[config.mk]
export PLATFORM = sky130hd
export DESIGN_NAME = lpqr_sqrt
export DESIGN_NICKNAME = d
export VERILOG_FILES = /design/src/lowest_positive_quadratic_root_unit_assert.svh /design/src/lpqr_pkg.sv /design/src/lpqr_sqrt.sv
export SDC_FILE = /design/constraint.sdc
export NUM_CORES = 2
export LEC_CHECK = 0
export ABC_AREA = 0
export BUFFER_PORTS_ARGS = -buffer_cell sky130_fd_sc_hd__buf_4
export CAP_MARGIN = 10
export CORE_MARGIN = 2
export CORE_UTILIZATION = 54
export DETAILED_ROUTE_END_ITERATION = 6
export PLACE_DENSITY = 0.72
export SKIP_LAST_GASP = 1
export SYNTH_ARGS = -nofsm -noshare
export SYNTH_HDL_FRONTEND = slang
export SYNTH_MEMORY_MAX_BITS = 65536
export SYNTH_SLANG_ARGS = --single-unit
export TNS_END_PERCENT = 100
[constraint.sdc]
create_clock -name clock -period 6.7 [get_ports clock]
set_input_delay 1.005 -clock clock [delete_from_list [all_inputs] [get_ports clock]]
set_output_delay 1.005 -clock clock [all_outputs]
set_load 0.01 [all_outputs]
[src/lowest_positive_quadratic_root_unit_assert.svh]
// ----------------------------------------------------------------------------
// Assertion macros
// Clocked assertion helpers shared by the quadratic root unit.
// ----------------------------------------------------------------------------
`ifndef LOWEST_POSITIVE_QUADRATIC_ROOT_UNIT_ASSERT_SVH
`define LOWEST_POSITIVE_QUADRATIC_ROOT_UNIT_ASSERT_SVH

// property must hold at every edge outside reset
`define LPQR_ASSERT(lbl, prop, msg) \
   lbl: assert property (@(posedge clock) disable iff (reset) (prop)) else $error(msg);

// condition must never be seen outside reset
`define LPQR_NEVER(lbl, cond, msg) \
   lbl: assert property (@(posedge clock) disable iff (reset) !(cond)) else $error(msg);

`endif

[src/lpqr_pkg.sv]
// ----------------------------------------------------------------------------
// lpqr_pkg
// Shared constants for the lowest positive quadratic root unit.
// ----------------------------------------------------------------------------
`default_nettype none

package lpqr_pkg;

   localparam int DATA_WIDTH_DEF = 32;
   localparam int FRAC_BITS_DEF  = 16;

endpackage

`default_nettype wire

[src/lpqr_sqrt.sv]
// ----------------------------------------------------------------------------
// lpqr_sqrt
// Pipelined restoring integer square root, one result bit per stage.
// ----------------------------------------------------------------------------
`default_nettype none

module lpqr_sqrt #(
   parameter int ROOT_W = lpqr_pkg::DATA_WIDTH_DEF + 1,
   parameter int SIDE_W = 8
) (
   input  wire logic                  clock,
   input  wire logic                  reset,
   input  wire logic                  en,
   input  wire logic                  in_valid,
   input  wire logic [2*ROOT_W-1:0]   rad,
   input  wire logic [SIDE_W-1:0]     side_in,
   output logic                       out_valid,
   output logic [ROOT_W-1:0]          root,
   output logic [SIDE_W-1:0]          side_out
);

   localparam int RAD_W = 2 * ROOT_W;
   localparam int REM_W = ROOT_W + 3;

   logic              v_ff    [ROOT_W];
   logic [RAD_W-1:0]  rad_ff  [ROOT_W];
   logic [REM_W-1:0]  rem_ff  [ROOT_W];
   logic [ROOT_W-1:0] root_ff [ROOT_W];
   logic [SIDE_W-1:0] side_ff [ROOT_W];

   logic              v_src    [ROOT_W];
   logic [RAD_W-1:0]  rad_src  [ROOT_W];
   logic [REM_W-1:0]  rem_src  [ROOT_W];
   logic [ROOT_W-1:0] root_src [ROOT_W];
   logic [SIDE_W-1:0] side_src [ROOT_W];

   logic [REM_W-1:0]  rem_sh   [ROOT_W];
   logic [REM_W-1:0]  trial    [ROOT_W];
   logic              ge       [ROOT_W];
   logic [REM_W-1:0]  rem_in   [ROOT_W];
   logic [ROOT_W-1:0] root_in  [ROOT_W];
   logic [RAD_W-1:0]  rad_in   [ROOT_W];

   for (genvar g = 0; g < ROOT_W; g++) begin : g_stage
      if (g == 0) begin : g_first
         assign v_src[g]    = in_valid;
         assign rad_src[g]  = rad;
         assign rem_src[g]  = '0;
         assign root_src[g] = '0;
         assign side_src[g] = side_in;
      end else begin : g_next
         assign v_src[g]    = v_ff[g-1];
         assign rad_src[g]  = rad_ff[g-1];
         assign rem_src[g]  = rem_ff[g-1];
         assign root_src[g] = root_ff[g-1];
         assign side_src[g] = side_ff[g-1];
      end

      // bring down the next radicand pair, try (2r)*2+1
      assign rem_sh[g]  = {rem_src[g][REM_W-3:0], rad_src[g][RAD_W-1 -: 2]};
      assign trial[g]   = {1'b0, root_src[g], 2'b01};
      assign ge[g]      = rem_sh[g] >= trial[g];
      assign rem_in[g]  = ge[g] ? (rem_sh[g] - trial[g]) : rem_sh[g];
      assign root_in[g] = {root_src[g][ROOT_W-2:0], ge[g]};
      assign rad_in[g]  = {rad_src[g][RAD_W-3:0], 2'b00};

      always_ff @(posedge clock) begin
         if (reset) begin
            v_ff[g] <= 1'b0;
         end else if (en) begin
            v_ff[g] <= v_src[g];
         end
      end

      always_ff @(posedge clock) begin
         if (en) begin
            rad_ff[g]  <= rad_in[g];
            rem_ff[g]  <= rem_in[g];
            root_ff[g] <= root_in[g];
            side_ff[g] <= side_src[g];
         end
      end
   end

   assign out_valid = v_ff[ROOT_W-1];
   assign root      = root_ff[ROOT_W-1];
   assign side_out  = side_ff[ROOT_W-1];

endmodule

`default_nettype wire

* Word-level counts from Yosys, hierarchy flattened
Memories as Yosys holds them, arrays and structs flattened.
Cells that the tools add are included.
W data, S select, Z words.
** Storage, ports and cells
- Word-level logic and storage cells :: 176
- Output and inout port bits :: 42
- Memories kept :: 5
- Input bits :: 78
- Flip-flop bits (word level) :: 0
- Bits in writable memories :: 4686
** Operators by class
- Bitwise gates (word level) :: 33
- $lt $le $gt $ge :: 33
- Add/sub/neg operators :: 33
- Muxes and demuxes :: 72
** Memories
- rad_ff :: words 33, bits a word 64, rd ports 32, clocked after Yosys merged registers in 0, write ports 33, line lpqr_sqrt.sv:26 : logic [RAD_W-1:0] rad_ff [ROOT_W];
- rem_ff :: words 33, bits a word 36, rd ports 32, clocked after Yosys merged registers in 0, write ports 33, line lpqr_sqrt.sv:27 : logic [REM_W-1:0] rem_ff [ROOT_W];
- root_ff :: words 33, bits a word 33, rd ports 33, clocked after Yosys merged registers in 0, write ports 33, line lpqr_sqrt.sv:28 : logic [ROOT_W-1:0] root_ff [ROOT_W];
- side_ff :: words 33, bits a word 8, rd ports 33, clocked after Yosys merged registers in 0, write ports 33, line lpqr_sqrt.sv:29 : logic [SIDE_W-1:0] side_ff [ROOT_W];
- v_ff :: words 33, bits a word 1, rd ports 33, clocked after Yosys merged registers in 0, write ports 33, line lpqr_sqrt.sv:25 : logic v_ff [ROOT_W];
** Operator list (number)
- $mux W36 :: 33
- $ge A36 B35 Y1 :: 32
- $sub A36 B35 Y36 :: 32
- $mux W1 :: 39
- $or A1 B1 Y1 :: 33
- $sub A2 B1 Y3 const B :: 1
- $ge A2 B1 Y1 const B :: 1

* Depth between registers and ports, before layout
- Depth after elaboration :: 4
- Gate-level depth with buffers :: 15
- Depth with buffers taken out :: 12

* Worst setup path before layout
No wires, ideal clock.
- Path type :: reg2reg
- Start :: mem rem_ff[0][792] (netlist bit)
- End :: mem rem_ff[0][832] (netlist bit) (data pin)
- Path slack :: 3.143 ns
- Setup time :: 0.260 ns
- Period minus slack after synthesis :: 3.557 ns
- Required time :: 6.440 ns
- Cell stages (with the launch flop) :: 12
- Data arrival time :: 3.297 ns
- Cell sequence :: edfxtp_1 ha_1 nor2b_1 o21a_1 o21ai_0 a21o_1 a211oi_1 a21oi_1 o21ai_0 a211oi_1 clkbuf_1 mux2_2
** RTL lines (line)
- from (decl) :: lpqr_sqrt.sv:27

==> flow_summary.ini <==
[outcome]
status = finished, final reports clean

[route]
ant_nets = 0
wl_per_cell_um = 19.0
route.detailed.drc = 0
viasPerCell = 5.66
wl_met2_mm = 122
top_layer_used = met5
routed_wl_mm = 259
route.met3.wl_mm = 12.0
num_vias = 77019
wl_met1_mm = 117
drt_first_pass_iters = 7
drt_iter0_markers = 6563

[worst_hold_path]
min_path_cells = 1
hold_path_class = in -> reg
min-delay-start = rad[60]
min_to = rad_ff[0][60]$_DFFE_PP_

[clocking]
cts.htree.levels = 5
worstSkewPairLatency_ps = 940
cts_hold_buf = 0
clk_pin_slew_ps = 60
cts_tree = yes
postCtsSetupBuffers = 0
cts.repair.resized = 0
cts_root_buffer = clkbuf_16
cts-buffers-inserted = 323
cts.sinks = 2951
clk_path_buf_depth = 4

[layout]
nFillCells = 18418
nets = 10854
drive_gt1_share_pct = 7.64
area_growth_syn_to_layout_pct = 11.2
final_cell_area_um2 = 148000

[logic_synthesis]
avgSynthCellArea_um2 = 13.4
yosysTopAreaCell = edfxtp_1
synth_top_cell_area_share_pct = 66.8
synth_ff_type = edfxtp_1
synth.distinct_cells = 84
synthTopCellsByArea = edfxtp_1, ha_1, xor2_1
ys_seq_elements = 2951
synth_area_um2 = 133000
postSynthCellCount = 9900
ys_warn_count = 0
synth-edff-count = 2951
async_flop_share_pct = 0
ys_seq_area_share_pct = 66.8
syn-num-nets = 10574

[sta]
final-hold-violation-count = 0
rsz0062_at_grt = false
worstMarginPinSlew_ps = 1220
fin_tns_setup_ps = 0
relSlewSlack_pct = 18.4
skew_ps = 56.4
setup_viol = 0
fmax_ghz = 0.221
drv_slew = 0
period_share_pct = 67.7
period_needed_ps = 4530

[floorplan]
dieArea_um2 = 250000
core_um2 = 244000
ioPinCount = 120
rows = 181
fp.dieH_um = 500
die_width_um = 500
start_util_pct = 54.4

[grt]
grt_pass1_vias = 75638
track_usage_pct = 20.3
grt_overflow = 0
grt_pass1_wl_mm = 409
antenna_found_initial = 4
grt_start_max_net_pins = 203

[placed_design]
place_area_um2 = 137000
hpwl_mm = 180
port_buffers = 119
gp_congestion = 0.944

[power]
pwr-share-comb_pct = 19.2
p_leak_uw = 0.0561
p_switching_uw = 14100
p_int_uw = 37500
seq_power_share_pct = 47.8
clkPwrFrac_pct = 33.0
p_sw_share_pct = 27.4
ir_worst_vdd_v = 0.000338
cellPowerDensity_nw_per_um2 = 350

[setup_path]
r2r-start = rem_ff[0][1008]$_DFFE_PP_
crit_chain = ha_1 > nor2b_1 > o21ai_0 > a21oi_1 > o31ai_1 > a21oi_1 > nor3_1 > o21ai_0 > a211oi_4 > buf_4 > mux2_2
crit_type = reg -> reg
crit_slowest_cell = a211oi_4
slowest_delay_ps = 880
cp.required_ps = 7360
crit_fanout = 37
r2r_slack_ps = 2170
path_buf_inv = 1
crit_path_end_kind = flip-flop
arrival_ps = 5190
r2r_end = rem_ff[0][1047]$_DFFE_PP_
critPathLaunchType = flip-flop
cp_top_family = compound AO/OA/AOI/OAI gates
reg2regPathDepth = 11

[run]
drv_cap = 0
-- cells in the mapped netlist (89+ instances only) --
| cell | count |
|---|---|
| edfxtp_1 | 2951 |
| inv_1 | 749 |
| nand2_1 | 699 |
| ha_1 | 596 |
| a21oi_1 | 546 |
| o21ai_0 | 543 |
| nor2_1 | 507 |
| xor2_1 | 447 |
| xnor2_1 | 432 |
| a21o_1 | 290 |
| nor3_1 | 248 |
| clkbuf_1 | 188 |
| nor4_1 | 136 |
| nand3_1 | 134 |
| or3_1 | 124 |
| o21a_1 | 120 |
| nand2b_1 | 114 |
| nand4_1 | 89 |
| nor2b_1 | 89 |
-- how the worst max path moves through the flow --
stage                                         start                         to  slack, ps  cells after the start
final                     rem_ff[0][1008]$_DFFE_PP_  rem_ff[0][1047]$_DFFE_PP_       2170                     11
after global routing      rem_ff[0][1008]$_DFFE_PP_  rem_ff[0][1047]$_DFFE_PP_       1810                     11
after CTS                 rem_ff[0][1008]$_DFFE_PP_  rem_ff[0][1047]$_DFFE_PP_       2200                     11
after detailed placement  rem_ff[0][1008]$_DFFE_PP_  rem_ff[0][1047]$_DFFE_PP_       2200                     11
after global placement    root_ff[0][924]$_DFFE_PP_  rem_ff[0][1047]$_DFFE_PP_       2230                     12
after floorplan            rem_ff[0][792]$_DFFE_PP_   rem_ff[0][832]$_DFFE_PP_       3140                     11
-- per-stage QoR --
step | total power (uW) | utilization [%] | instances | setup WS, ps | hold slack, ps
floorplan | 31700 | - | 9900 | 3140 | 400
global placement | 34500 | 56.4 | 13055 | 2230 | 400
detailed placement | 34800 | 56.4 | 13055 | 2200 | 405
CTS | 52000 | 60.6 | 13609 | 2200 | 161
global route | 54100 | 60.6 | 13612 | 1810 | 177
finish | 51600 | 60.6 | 13612 | 2170 | 235
-- metal layers --
metal	vias up	track usage, %
li1	37196	-
met1	37328	28.3
met2	1962	33.2
met3	531	2.95
met4	2	6.36
met5	-	0
-- registers in the layout, summed over array words and instances, names as in the netlist --
| name | flops |
|---|---|
| root_ff | 561 |
| side_ff | 264 |
| rem_ff | 1037 |
| rad_ff | 1056 |
| v_ff | 33 |
-- kinds of logic (layout without fill, tap and decap cells) --
group                      count (synthesis)  after routing  synth area share, %
DFF                                     2951           2951                 66.8
muxes                                     67             67                0.561
adders and majority gates                596            596                 5.62
and+or+nand+nor                         2483           2483                 9.31
buffers and inverters                    984           1493                 2.88
xor gates and xnor gates                 879            879                 5.80
other                                      1              2              0.00283
AOI/OAI and AO/OA                       1939           1939                 9.02
-- cells in the final DEF (no fill, tap or decap), types with 124 or more instances in the layout --
master | synthesis | routed
edfxtp_1 | 2951 | 2951
inv_1 | 749 | 749
nor3_1 | 248 | 247
nand3_1 | 134 | 134
clkbuf_16 | 0 | 327
or3_1 | 124 | 124
a21oi_1 | 546 | 542
xor2_1 | 447 | 447
nor4_1 | 136 | 136
o21ai_0 | 543 | 543
nand2_1 | 699 | 699
buf_4 | 34 | 173
a21o_1 | 290 | 290
ha_1 | 596 | 596
xnor2_1 | 432 | 432
nor2_1 | 507 | 506
-- area by class of cell --
class / count / area, um2 / share of cell area (%)
inverters: 750 / 2820 / 1.91
flip-flops and latches: 2951 / 88600 / 60.0
diodes: 1 / 2.50 / 0.00170
repair buffers: 189 / 1600 / 1.08
clock buffers: 379 / 8380 / 5.68
multi-input cells: 5965 / 40400 / 27.4
clock inverters: 175 / 1750 / 1.19
well taps: 3202 / 4010 / 2.71
-- power by group through the flow --
stage,Sequential (uW),Combinational [uW],Clock [uW]
6_report,24700,9900,17100
5_1_grt,24900,11000,18200
4_1_cts,24700,9810,17500
3_5_place_dp,25000,9740,0
3_3_place_gp,25000,9530,0
2_1_floorplan,24400,7300,0
(Power assumes the default switching activity.)
